**src/rtl/eight_lane_led_pulse_serializer_macros.svh**
```systemverilog
// ---------------------------------------------------------------------------
// Assertion macros for the eight-lane LED pulse serializer
// Simulation builds get concurrent assertions; synthesis builds get nothing.
// ---------------------------------------------------------------------------
`ifndef EIGHT_LANE_LED_PULSE_SERIALIZER_MACROS_SVH
`define EIGHT_LANE_LED_PULSE_SERIALIZER_MACROS_SVH

`ifndef SYNTHESIS

// Same-cycle implication, checked at every rising edge out of reset.
`define ELPS_ASSERT_IMPLY(label, clk, rst_n, ante, cons) \
  label: assert property (@(posedge clk) disable iff (!rst_n) (ante) |-> (cons)) \
    else $error("elps assertion failed");

// Next-cycle implication, checked at every rising edge out of reset.
`define ELPS_ASSERT_NEXT(label, clk, rst_n, ante, cons) \
  label: assert property (@(posedge clk) disable iff (!rst_n) (ante) |=> (cons)) \
    else $error("elps assertion failed");

`else

`define ELPS_ASSERT_IMPLY(label, clk, rst_n, ante, cons)
`define ELPS_ASSERT_NEXT(label, clk, rst_n, ante, cons)

`endif

`endif

```
**src/rtl/elps_pkg.sv**
```systemverilog
// ---------------------------------------------------------------------------
// elps_pkg
// Shared widths, codes and reset values of the LED pulse serializer.
// ---------------------------------------------------------------------------
package elps_pkg;

  // Fixed widths of the channel fields.
  localparam int unsigned WORD_W    = 24;
  localparam int unsigned IN_LANES  = 8;
  localparam int unsigned PIN_W     = 8;
  localparam int unsigned TIME_W    = 10;
  localparam int unsigned LATCH_W   = 16;
  localparam int unsigned APB_DW    = 32;
  localparam int unsigned APB_AW    = 4;

  // Operation codes of the input word.
  localparam logic OP_TICK = 1'b0;
  localparam logic OP_LOAD = 1'b1;

  // Register map, one register every four bytes.
  typedef enum logic [1:0] {
    REG_ZERO_HIGH  = 2'd0,
    REG_ONE_HIGH   = 2'd1,
    REG_BIT_PERIOD = 2'd2,
    REG_LATCH      = 2'd3
  } cfg_reg_t;

  // Register reset values.
  localparam logic [TIME_W-1:0]  ZERO_HIGH_RST  = 10'd40;
  localparam logic [TIME_W-1:0]  ONE_HIGH_RST   = 10'd80;
  localparam logic [TIME_W-1:0]  BIT_PERIOD_RST = 10'd125;
  localparam logic [LATCH_W-1:0] LATCH_RST      = 16'd580;

endpackage

```
**src/rtl/elps_in_if.sv**
```systemverilog
// ---------------------------------------------------------------------------
// elps_in_if
// Input channel: one tick or one pixel-group load per word.
// ---------------------------------------------------------------------------
interface elps_in_if;
  logic                         valid;
  logic                         ready;
  logic                         op;
  logic [elps_pkg::WORD_W-1:0]  lane0_word;
  logic [elps_pkg::WORD_W-1:0]  lane1_word;
  logic [elps_pkg::WORD_W-1:0]  lane2_word;
  logic [elps_pkg::WORD_W-1:0]  lane3_word;
  logic [elps_pkg::WORD_W-1:0]  lane4_word;
  logic [elps_pkg::WORD_W-1:0]  lane5_word;
  logic [elps_pkg::WORD_W-1:0]  lane6_word;
  logic [elps_pkg::WORD_W-1:0]  lane7_word;
  logic                         frame_last;

  modport source (
    output valid, op, lane0_word, lane1_word, lane2_word, lane3_word,
           lane4_word, lane5_word, lane6_word, lane7_word, frame_last,
    input  ready
  );

  modport sink (
    input  valid, op, lane0_word, lane1_word, lane2_word, lane3_word,
           lane4_word, lane5_word, lane6_word, lane7_word, frame_last,
    output ready
  );
endinterface

```
**src/rtl/elps_out_if.sv**
```systemverilog
// ---------------------------------------------------------------------------
// elps_out_if
// Result channel: line levels and status after each input word.
// ---------------------------------------------------------------------------
interface elps_out_if;
  logic                        valid;
  logic                        ready;
  logic [elps_pkg::PIN_W-1:0]  pin_levels;
  logic                        busy_res;
  logic                        can_load;
  logic                        overrun;
  logic                        frame_done;

  modport source (
    output valid, pin_levels, busy_res, can_load, overrun, frame_done,
    input  ready
  );

  modport sink (
    input  valid, pin_levels, busy_res, can_load, overrun, frame_done,
    output ready
  );
endinterface

```
**src/rtl/eight_lane_led_pulse_serializer.sv**
```systemverilog
// ---------------------------------------------------------------------------
// eight_lane_led_pulse_serializer
// Drives up to eight single-wire LED strips in parallel from pixel groups.
// ---------------------------------------------------------------------------
// Usage:
// The input channel carries one word per cycle. A tick word advances the
// waveform by one time step; a load word offers one pixel group (a word for
// each lane and a frame-last flag) to a one-entry holding buffer. Every
// input word produces exactly one result word on the output channel with
// the lane levels after that word, busy, can_load, overrun and frame_done.
// A word is registered in the input register and its result in the result
// register, so the block takes one word every cycle for as long as the
// receiver keeps up. When the receiver stalls, the result register holds,
// the input register still takes one more word, and then in.ready drops
// until the result is taken. Pulse timing comes from four APB registers;
// the user must write them only while idle, as the block does not check
// it. Reset (synchronous, active low) restores the default timing, empties
// the holding buffer, parks the lanes low and leaves the serializer idle.
// ---------------------------------------------------------------------------
`include "eight_lane_led_pulse_serializer_macros.svh"

module eight_lane_led_pulse_serializer #(
  parameter int unsigned LANES          = 8,
  parameter int unsigned BITS_PER_PIXEL = 24
) (
  input  logic                          clk,
  input  logic                          rst_n,
  elps_in_if.sink                       in_ch,
  elps_out_if.source                    out_ch,
  input  logic                          psel,
  input  logic                          penable,
  input  logic                          pwrite,
  input  logic [elps_pkg::APB_AW-1:0]   paddr,
  input  logic [elps_pkg::APB_DW-1:0]   pwdata,
  output logic [elps_pkg::APB_DW-1:0]   prdata,
  output logic                          pready
);

  localparam int unsigned BPP = BITS_PER_PIXEL;
  localparam int unsigned BIW = $clog2(BPP);

  typedef enum logic [1:0] {
    PH_IDLE,
    PH_SEND,
    PH_LATCH
  } phase_t;

  typedef logic [BPP-1:0] word_t;

  // ------------------------------------------------------------------
  // Configuration registers.
  // ------------------------------------------------------------------
  logic [elps_pkg::TIME_W-1:0]  zero_high_r;
  logic [elps_pkg::TIME_W-1:0]  one_high_r;
  logic [elps_pkg::TIME_W-1:0]  bit_period_r;
  logic [elps_pkg::LATCH_W-1:0] latch_r;
  logic                         cfg_wr;
  elps_pkg::cfg_reg_t           cfg_sel;

  assign pready  = 1'b1;
  assign cfg_wr  = psel && penable && pwrite;
  assign cfg_sel = elps_pkg::cfg_reg_t'(paddr[3:2]);

  always_ff @(posedge clk) begin
    if (!rst_n) begin
      zero_high_r  <= elps_pkg::ZERO_HIGH_RST;
      one_high_r   <= elps_pkg::ONE_HIGH_RST;
      bit_period_r <= elps_pkg::BIT_PERIOD_RST;
      latch_r      <= elps_pkg::LATCH_RST;
    end else if (cfg_wr) begin
      unique case (cfg_sel)
        elps_pkg::REG_ZERO_HIGH:  zero_high_r  <= pwdata[elps_pkg::TIME_W-1:0];
        elps_pkg::REG_ONE_HIGH:   one_high_r   <= pwdata[elps_pkg::TIME_W-1:0];
        elps_pkg::REG_BIT_PERIOD: bit_period_r <= pwdata[elps_pkg::TIME_W-1:0];
        elps_pkg::REG_LATCH:      latch_r      <= pwdata[elps_pkg::LATCH_W-1:0];
        default: ;
      endcase
    end
  end

  always_comb begin
    unique case (cfg_sel)
      elps_pkg::REG_ZERO_HIGH:  prdata = elps_pkg::APB_DW'(zero_high_r);
      elps_pkg::REG_ONE_HIGH:   prdata = elps_pkg::APB_DW'(one_high_r);
      elps_pkg::REG_BIT_PERIOD: prdata = elps_pkg::APB_DW'(bit_period_r);
      elps_pkg::REG_LATCH:      prdata = elps_pkg::APB_DW'(latch_r);
      default:                  prdata = '0;
    endcase
  end

  // ------------------------------------------------------------------
  // Input register and handshake. The word in the input register is
  // processed whenever the result register is free or being emptied.
  // ------------------------------------------------------------------
  logic                        in_valid_r;
  logic                        in_op_r;
  logic                        in_last_r;
  logic [elps_pkg::WORD_W-1:0] in_words_r [elps_pkg::IN_LANES];
  logic                        out_valid_r;
  logic                        proc;

  assign proc        = in_valid_r && (!out_valid_r || out_ch.ready);
  assign in_ch.ready = !in_valid_r || proc;

  always_ff @(posedge clk) begin
    if (!rst_n) begin
      in_valid_r <= 1'b0;
    end else if (in_ch.valid && in_ch.ready) begin
      in_valid_r <= 1'b1;
    end else if (proc) begin
      in_valid_r <= 1'b0;
    end
  end

  always_ff @(posedge clk) begin
    if (in_ch.valid && in_ch.ready) begin
      in_op_r       <= in_ch.op;
      in_last_r     <= in_ch.frame_last;
      in_words_r[0] <= in_ch.lane0_word;
      in_words_r[1] <= in_ch.lane1_word;
      in_words_r[2] <= in_ch.lane2_word;
      in_words_r[3] <= in_ch.lane3_word;
      in_words_r[4] <= in_ch.lane4_word;
      in_words_r[5] <= in_ch.lane5_word;
      in_words_r[6] <= in_ch.lane6_word;
      in_words_r[7] <= in_ch.lane7_word;
    end
  end

  // ------------------------------------------------------------------
  // Serializer state.
  // ------------------------------------------------------------------
  phase_t                      phase_r,        phase_nxt;
  logic                        held_valid_r,   held_valid_nxt;
  logic                        held_last_r,    held_last_nxt;
  logic                        sending_last_r, sending_last_nxt;
  logic [BIW-1:0]              bit_idx_r,      bit_idx_nxt;
  logic [elps_pkg::LATCH_W-1:0] tick_cnt_r,    tick_cnt_nxt;
  logic [elps_pkg::PIN_W-1:0]  pin_r,          pin_nxt;
  word_t                       shift_r [LANES];
  word_t                       shift_nxt [LANES];
  word_t                       held_r [LANES];
  word_t                       held_nxt [LANES];
  word_t                       load_words [LANES];

  // Lanes without an input field always carry zeros.
  for (genvar k = 0; k < LANES; k++) begin : g_load
    if (k < elps_pkg::IN_LANES) begin : g_fed
      assign load_words[k] = BPP'(in_words_r[k]);
    end else begin : g_zero
      assign load_words[k] = '0;
    end
  end

  // A tick that finds the serializer idle with a group held starts that
  // group on the same tick, so the tick works on the started state.
  logic                         start_now;
  phase_t                       phase_e;
  logic                         held_valid_e;
  logic                         sending_last_e;
  logic [BIW-1:0]               bit_idx_e;
  logic [elps_pkg::LATCH_W-1:0] tick_cnt_e;
  logic [elps_pkg::LATCH_W-1:0] tick_inc;
  logic [elps_pkg::LATCH_W-1:0] period_len;
  logic [elps_pkg::LATCH_W-1:0] latch_len;
  word_t                        shift_e [LANES];
  logic [LANES-1:0]             lane_lv;
  logic [elps_pkg::PIN_W-1:0]   pin_lv;
  logic                         res_overrun;
  logic                         res_done;

  assign start_now      = (in_op_r == elps_pkg::OP_TICK) && (phase_r == PH_IDLE)
                          && held_valid_r;
  assign phase_e        = start_now ? PH_SEND : phase_r;
  assign held_valid_e   = start_now ? 1'b0 : held_valid_r;
  assign sending_last_e = start_now ? held_last_r : sending_last_r;
  assign bit_idx_e      = start_now ? '0 : bit_idx_r;
  assign tick_cnt_e     = start_now ? '0 : tick_cnt_r;
  assign tick_inc       = tick_cnt_e + elps_pkg::LATCH_W'(1);

  // A zero period or latch length behaves as one tick.
  assign period_len = (bit_period_r == '0) ? elps_pkg::LATCH_W'(1)
                                           : elps_pkg::LATCH_W'(bit_period_r);
  assign latch_len  = (latch_r == '0) ? elps_pkg::LATCH_W'(1) : latch_r;

  always_comb begin
    for (int k = 0; k < LANES; k++) begin
      shift_e[k] = start_now ? held_r[k] : shift_r[k];
      lane_lv[k] = (tick_cnt_e < elps_pkg::LATCH_W'(one_high_r))
                   && (shift_e[k][BPP-1]
                       || (tick_cnt_e < elps_pkg::LATCH_W'(zero_high_r)));
    end
  end

  for (genvar p = 0; p < elps_pkg::PIN_W; p++) begin : g_pin
    if (p < LANES) begin : g_lane
      assign pin_lv[p] = lane_lv[p];
    end else begin : g_none
      assign pin_lv[p] = 1'b0;
    end
  end

  always_comb begin
    phase_nxt        = phase_r;
    held_valid_nxt   = held_valid_r;
    held_last_nxt    = held_last_r;
    sending_last_nxt = sending_last_r;
    bit_idx_nxt      = bit_idx_r;
    tick_cnt_nxt     = tick_cnt_r;
    pin_nxt          = pin_r;
    shift_nxt        = shift_r;
    held_nxt         = held_r;
    res_overrun      = 1'b0;
    res_done         = 1'b0;

    if (in_op_r == elps_pkg::OP_LOAD) begin
      // Loads do not move time; a full buffer refuses the group.
      if (held_valid_r) begin
        res_overrun = 1'b1;
      end else begin
        held_nxt       = load_words;
        held_last_nxt  = in_last_r;
        held_valid_nxt = 1'b1;
      end
    end else begin
      phase_nxt        = phase_e;
      held_valid_nxt   = held_valid_e;
      sending_last_nxt = sending_last_e;
      bit_idx_nxt      = bit_idx_e;
      tick_cnt_nxt     = tick_cnt_e;
      shift_nxt        = shift_e;
      unique case (phase_e)
        PH_SEND: begin
          pin_nxt = pin_lv;
          if (tick_inc >= period_len) begin
            tick_cnt_nxt = '0;
            if (bit_idx_e == BIW'(BPP - 1)) begin
              // Group finished: chain the next one, latch, or go idle.
              bit_idx_nxt = '0;
              if (held_valid_e) begin
                shift_nxt        = held_r;
                sending_last_nxt = held_last_r;
                held_valid_nxt   = 1'b0;
                phase_nxt        = PH_SEND;
              end else if (sending_last_e) begin
                phase_nxt = PH_LATCH;
              end else begin
                phase_nxt = PH_IDLE;
              end
            end else begin
              bit_idx_nxt = bit_idx_e + BIW'(1);
              for (int k = 0; k < LANES; k++) begin
                shift_nxt[k] = {shift_e[k][BPP-2:0], 1'b0};
              end
            end
          end else begin
            tick_cnt_nxt = tick_inc;
          end
        end
        PH_LATCH: begin
          pin_nxt = '0;
          if (tick_inc >= latch_len) begin
            tick_cnt_nxt = '0;
            res_done     = 1'b1;
            phase_nxt    = PH_IDLE;
          end else begin
            tick_cnt_nxt = tick_inc;
          end
        end
        default: begin
          pin_nxt = '0;
        end
      endcase
    end
  end

  // ------------------------------------------------------------------
  // State and result registers.
  // ------------------------------------------------------------------
  logic out_busy_r;
  logic out_can_load_r;
  logic out_overrun_r;
  logic out_done_r;

  always_ff @(posedge clk) begin
    if (!rst_n) begin
      phase_r        <= PH_IDLE;
      held_valid_r   <= 1'b0;
      held_last_r    <= 1'b0;
      sending_last_r <= 1'b0;
      bit_idx_r      <= '0;
      tick_cnt_r     <= '0;
      pin_r          <= '0;
      out_valid_r    <= 1'b0;
    end else begin
      if (proc) begin
        phase_r        <= phase_nxt;
        held_valid_r   <= held_valid_nxt;
        held_last_r    <= held_last_nxt;
        sending_last_r <= sending_last_nxt;
        bit_idx_r      <= bit_idx_nxt;
        tick_cnt_r     <= tick_cnt_nxt;
        pin_r          <= pin_nxt;
        out_valid_r    <= 1'b1;
      end else if (out_ch.ready) begin
        out_valid_r <= 1'b0;
      end
    end
  end

  always_ff @(posedge clk) begin
    if (proc) begin
      shift_r        <= shift_nxt;
      held_r         <= held_nxt;
      out_busy_r     <= (phase_nxt != PH_IDLE);
      out_can_load_r <= !held_valid_nxt;
      out_overrun_r  <= res_overrun;
      out_done_r     <= res_done;
    end
  end

  assign out_ch.valid      = out_valid_r;
  assign out_ch.pin_levels = pin_r;
  assign out_ch.busy_res   = out_busy_r;
  assign out_ch.can_load   = out_can_load_r;
  assign out_ch.overrun    = out_overrun_r;
  assign out_ch.frame_done = out_done_r;

  // ------------------------------------------------------------------
  // Assertions.
  // ------------------------------------------------------------------
  `ELPS_ASSERT_IMPLY(a_done_not_busy, clk, rst_n, out_valid_r && out_done_r, !out_busy_r)
  `ELPS_ASSERT_IMPLY(a_overrun_full, clk, rst_n, out_valid_r && out_overrun_r,
                     !out_can_load_r)
  `ELPS_ASSERT_NEXT(a_full_load_refused, clk, rst_n,
                    proc && (in_op_r == elps_pkg::OP_LOAD) && held_valid_r,
                    out_valid_r && out_overrun_r)
  `ELPS_ASSERT_IMPLY(a_idle_counters_clear, clk, rst_n, phase_r == PH_IDLE,
                     (tick_cnt_r == '0) && (bit_idx_r == '0))

endmodule
```
**src/flat_wrapper.sv**
```systemverilog
// flat-port wrapper written by rule: the top's interface ports become plain ports
module eight_lane_led_pulse_serializer_flat 
#(
  parameter int unsigned LANES          = 8,
  parameter int unsigned BITS_PER_PIXEL = 24
)
  (clk, rst_n, psel, penable, pwrite, paddr, pwdata, prdata, pready, in_ch_valid, in_ch_op, in_ch_lane0_word, in_ch_lane1_word, in_ch_lane2_word, in_ch_lane3_word, in_ch_lane4_word, in_ch_lane5_word, in_ch_lane6_word, in_ch_lane7_word, in_ch_frame_last, in_ch_ready, out_ch_valid, out_ch_pin_levels, out_ch_busy_res, out_ch_can_load, out_ch_overrun, out_ch_frame_done, out_ch_ready);
  elps_in_if in_ch_i ();
  elps_out_if out_ch_i ();
  input  logic clk;
  input  logic rst_n;
  input  logic psel;
  input  logic penable;
  input  logic pwrite;
  input  logic [elps_pkg::APB_AW-1:0] paddr;
  input  logic [elps_pkg::APB_DW-1:0] pwdata;
  output logic [elps_pkg::APB_DW-1:0] prdata;
  output logic pready;
  input wire logic [$bits(in_ch_i.valid)-1:0] in_ch_valid;
  input wire logic [$bits(in_ch_i.op)-1:0] in_ch_op;
  input wire logic [$bits(in_ch_i.lane0_word)-1:0] in_ch_lane0_word;
  input wire logic [$bits(in_ch_i.lane1_word)-1:0] in_ch_lane1_word;
  input wire logic [$bits(in_ch_i.lane2_word)-1:0] in_ch_lane2_word;
  input wire logic [$bits(in_ch_i.lane3_word)-1:0] in_ch_lane3_word;
  input wire logic [$bits(in_ch_i.lane4_word)-1:0] in_ch_lane4_word;
  input wire logic [$bits(in_ch_i.lane5_word)-1:0] in_ch_lane5_word;
  input wire logic [$bits(in_ch_i.lane6_word)-1:0] in_ch_lane6_word;
  input wire logic [$bits(in_ch_i.lane7_word)-1:0] in_ch_lane7_word;
  input wire logic [$bits(in_ch_i.frame_last)-1:0] in_ch_frame_last;
  output wire logic [$bits(in_ch_i.ready)-1:0] in_ch_ready;
  output wire logic [$bits(out_ch_i.valid)-1:0] out_ch_valid;
  output wire logic [$bits(out_ch_i.pin_levels)-1:0] out_ch_pin_levels;
  output wire logic [$bits(out_ch_i.busy_res)-1:0] out_ch_busy_res;
  output wire logic [$bits(out_ch_i.can_load)-1:0] out_ch_can_load;
  output wire logic [$bits(out_ch_i.overrun)-1:0] out_ch_overrun;
  output wire logic [$bits(out_ch_i.frame_done)-1:0] out_ch_frame_done;
  input wire logic [$bits(out_ch_i.ready)-1:0] out_ch_ready;
  assign in_ch_i.valid = in_ch_valid;
  assign in_ch_i.op = in_ch_op;
  assign in_ch_i.lane0_word = in_ch_lane0_word;
  assign in_ch_i.lane1_word = in_ch_lane1_word;
  assign in_ch_i.lane2_word = in_ch_lane2_word;
  assign in_ch_i.lane3_word = in_ch_lane3_word;
  assign in_ch_i.lane4_word = in_ch_lane4_word;
  assign in_ch_i.lane5_word = in_ch_lane5_word;
  assign in_ch_i.lane6_word = in_ch_lane6_word;
  assign in_ch_i.lane7_word = in_ch_lane7_word;
  assign in_ch_i.frame_last = in_ch_frame_last;
  assign in_ch_ready = in_ch_i.ready;
  assign out_ch_valid = out_ch_i.valid;
  assign out_ch_pin_levels = out_ch_i.pin_levels;
  assign out_ch_busy_res = out_ch_i.busy_res;
  assign out_ch_can_load = out_ch_i.can_load;
  assign out_ch_overrun = out_ch_i.overrun;
  assign out_ch_frame_done = out_ch_i.frame_done;
  assign out_ch_i.ready = out_ch_ready;
  eight_lane_led_pulse_serializer #(.LANES(LANES), .BITS_PER_PIXEL(BITS_PER_PIXEL)) u_core (.clk(clk), .rst_n(rst_n), .in_ch(in_ch_i), .out_ch(out_ch_i), .psel(psel), .penable(penable), .pwrite(pwrite), .paddr(paddr), .pwdata(pwdata), .prdata(prdata), .pready(pready));
endmodule
```
**config.mk**
```make
export PLATFORM = sky130hd
export DESIGN_NAME = eight_lane_led_pulse_serializer_flat
export DESIGN_NICKNAME = d
export VERILOG_FILES = /design/src/rtl/elps_pkg.sv /design/src/rtl/elps_in_if.sv /design/src/rtl/elps_out_if.sv /design/src/rtl/eight_lane_led_pulse_serializer.sv /design/src/flat_wrapper.sv
export VERILOG_INCLUDE_DIRS = /design/src /design/src/rtl
export SDC_FILE = /design/constraint.sdc
export NUM_CORES = 1
export LEC_CHECK = 0
export BUFFER_PORTS_ARGS = -buffer_cell sky130_fd_sc_hd__buf_4
export CORE_MARGIN = 3
export CORE_UTILIZATION = 64
export CTS_CLUSTER_SIZE = 24
export DETAILED_ROUTE_END_ITERATION = 8
export GPL_TIMING_DRIVEN = 0
export PLACE_DENSITY = 0.95
export SLEW_MARGIN = 10
export SYNTH_ARGS = -nofsm -noshare
export SYNTH_HDL_FRONTEND = slang
export SYNTH_SLANG_ARGS = --single-unit
```
**constraint.sdc**
```tcl
create_clock -name clk -period 36.5 [get_ports clk]
set_input_delay 5.475 -clock clk [delete_from_list [all_inputs] [get_ports clk]]
set_output_delay 5.475 -clock clk [all_outputs]
set_load 0.05 [all_outputs]
```
==> results.py <==
metrics = {
    "status": {
        "status": "finished, final reports clean",
    },
    "cells_and_area": {
        "drive_above_1_share": 0.179,
        "num_antenna_cells": 0,
        "final_net_count": 2775,
        "nFillCells": 2306,
        "area_delta_synth_final_pct": 18.6,
    },
    "route": {
        "ant_nets": 0,
        "totalWireLength_um": 79300,
        "num_vias": 21324,
        "wl_per_cell_um": 25.4,
        "firstDrtPassIters": 9,
        "vias_per_cell": 6.82,
        "drtIter0Drc": 3330,
        "drcViolationCount": 0,
    },
    "power": {
        "p_seq_frac": 0.516,
        "peakVddDrop_mv": 0.0622,
        "switching_share": 0.224,
        "p_sw_w": 0.000379,
        "p_int_w": 0.00131,
        "p_leak_nw": 12.8,
        "power.density_nw_per_um2": 50.0,
        "clkPwrFrac": 0.414,
        "combPwrFrac": 0.070,
    },
    "die": {
        "row_count": 76,
        "die_area_um2": 47200,
        "ios": 284,
        "initial_core_util": 0.655,
        "die_h_um": 217,
        "coreArea_um2": 43600,
        "die_w_um": 217,
    },
    "global_route": {
        "grt_max_degree": 68,
        "overflow": 0,
        "grt_pass1_wl_um": 120000,
        "grtUsageTotal": 0.331,
        "first_global_vias": 21203,
        "antenna_found_initial": 1,
    },
    "clocking": {
        "insertion_delay_ns": 0.63,
        "numCtsBuffers": 66,
        "cts_tree": "yes",
        "cts.sinks": 664,
        "root_buffer": "clkbuf_16",
        "cts_hold_buf": 0,
        "cts.reportedPaths.clkPinSlew_ns": 0.07,
        "htreeDepth": 3,
        "cts_resized": 0,
        "clk_path_buf_depth": 3,
        "cts_setup_buffers": 0,
    },
    "yosys": {
        "seq_area_frac_synth": 0.670,
        "avgSynthCellArea_um2": 13.4,
        "synth_top_flop_cell": "edfxtp_1",
        "synth_compound_area_frac": 0.130,
        "syn-cell-area_um2": 28500,
        "synth.largest_area_cell": "edfxtp_1",
        "synthAdderAreaFrac": 0.0197,
        "ys_ff_latch": 664,
        "ys_async_sr_fraction": 0,
        "yosysUniqueCellTypes": 66,
        "synth_cells": 2136,
        "synth_xor_area_frac": 0.00399,
        "synth_top_family_by_area": "compound AO/OA/AOI/OAI gates",
        "synth_edf_count": 582,
        "synth_warnings": 0,
        "synth_top_area_share": 0.612,
        "muxShareOfSynthArea": 0.0759,
        "synth-simple-area-share": 0.0654,
        "synth_area_leaders": "edfxtp_1, mux2i_1, dfxtp_1",
    },
    "placement": {
        "place_ws_ns": 23.79,
        "place.port_buffers": 245,
        "place_congestion": 0.878,
        "hpwl_um": 51300,
    },
    "timing": {
        "hold_viol": 0,
        "fin_crit_sh": 0.347,
        "setup_tns_ns": 0,
        "max-slew-margin-rel": 0.374,
        "skew_ns": 0.0388,
        "tightest_slew_ns": 0.938,
        "final.min_clock_period_ns": 12.68,
        "rsz0062_at_grt": "no",
        "maxSlewViolCount": 0,
        "whs_ns": 0.402,
        "layout_setup_ws_ns": 23.82,
        "fmax_ghz": 0.0789,
        "setup_violations": 0,
    },
    "critical_path": {
        "worst-path-max-fanout": 10,
        "critPathLaunchType": "input port",
        "endpoint_kind": "output port",
        "crit_type": "in2out",
        "cp_data_required_time_ns": 31.02,
        "worstPathArrival_ns": 7.21,
    },
    "job": {
        "drv_cap": 0,
    },
    "hold_path": {
        "hp-class": "reg2reg",
    },
}
[cells in the mapped netlist (all sizes together) (3+ instances only)]
library cell  count
edfxtp          582
a21oi           245
nor2            224
mux2i           194
a311oi          184
nand2           119
clkbuf          100
dfxtp            82
buf              77
inv              51
ha               45
o21ai            20
a22o             18
nand3            18
o211ai           16
a21o             15
nor3             14
and2             11
nor4             11
mux4             10
xnor2             9
o21a              8
a31oi             7
nand4             7
nand2b            6
and3              5
xor2              4
a22oi             3
a31o              3
nor2b             3
o31a              3
o31ai             3
or2               3
or3               3
or4               3
[final cells by class]
cell class                 instances  area, um^2  area share
buffer                           177         786      0.0232
clock buffer                      83        1760      0.0519
clock inverter                    33         448      0.0132
inverter                          52         195     0.00577
multi-input combinational       1258        8510       0.252
sequential                       664       19100       0.565
tap                              585         732      0.0216
timing repair buffer             274        2290      0.0677
[cells by family (layout without fill, tap and decap cells)]
logic type,count (synthesis),after routing
buf+inv,229,619
mux,204,204
other cells,2,17
fa+ha+maj,45,45
flops,664,664
simple gates,434,434
xor+xnor,13,13
compound gates,545,545
[cells in the final DEF, fill, tap and decap left out, types with 42 or more instances in the layout]
| cell type | count |
|---|---|
| nor2_1 | 224 |
| a21oi_1 | 245 |
| ha_1 | 45 |
| dfxtp_1 | 82 |
| edfxtp_1 | 582 |
| mux2i_1 | 194 |
| inv_1 | 50 |
| buf_2 | 42 |
| a311oi_1 | 184 |
| buf_4 | 272 |
| clkbuf_16 | 67 |
| clkbuf_1 | 113 |
| nand2_1 | 119 |
[power by group through the flow]
stage,Combinational (W),Sequential (W),Clock [W]
final,0.000118,0.000873,0.000700
after global routing,0.000125,0.000874,0.000731
after CTS,0.000116,0.000872,0.000701
after detailed placement,0.000113,0.000887,0
after global placement,0.000100,0.000898,0
after floorplan,0.0000636,0.000891,0
[path summary, 6_finish.rpt]
check,startpoint,endpoint,slack (ns),depth (start not counted)
setup / recovery,paddr[2],prdata[2],23.82,4
hold / removal,u_core.in_words_r[1][95],u_core.held_r[23],0.40,0
setup reg to reg,u_core.phase_r[1],flop,28.56,24
hold reg to reg,u_core.in_words_r[1][95],u_core.held_r[23],0.40,0
[routing by layer]
| layer | GRT usage | vias up | share of wire |
|---|---|---|---|
| met1 | 0.417 | 10098 | 0.35 |
| met3 | 0.0690 | 413 | 0.11 |
| met5 | 0 | - | 0 |
| li1 | - | 8961 | - |
| met4 | 0.165 | 0 | 0.059 |
| met2 | 0.551 | 1852 | 0.49 |
[worst max-delay path: stages]
cell      delay (ns)
clkbuf_1        0.25
clkbuf_1        0.64
mux4_2          0.62
buf_4           0.21
[through the flow]
step	area, um^2	std cells	utilization	power (W)
finish	33800	3126	0.777	0.00169
global route	33800	3126	0.777	0.00173
CTS	33800	3126	0.777	0.00169
detailed placement	31600	3010	0.726	0.00100
global placement	31200	2981	0.715	0.000998
floorplan	28600	2151	-	0.000955
No activity file was read; power rests on OpenSTA's default activity.
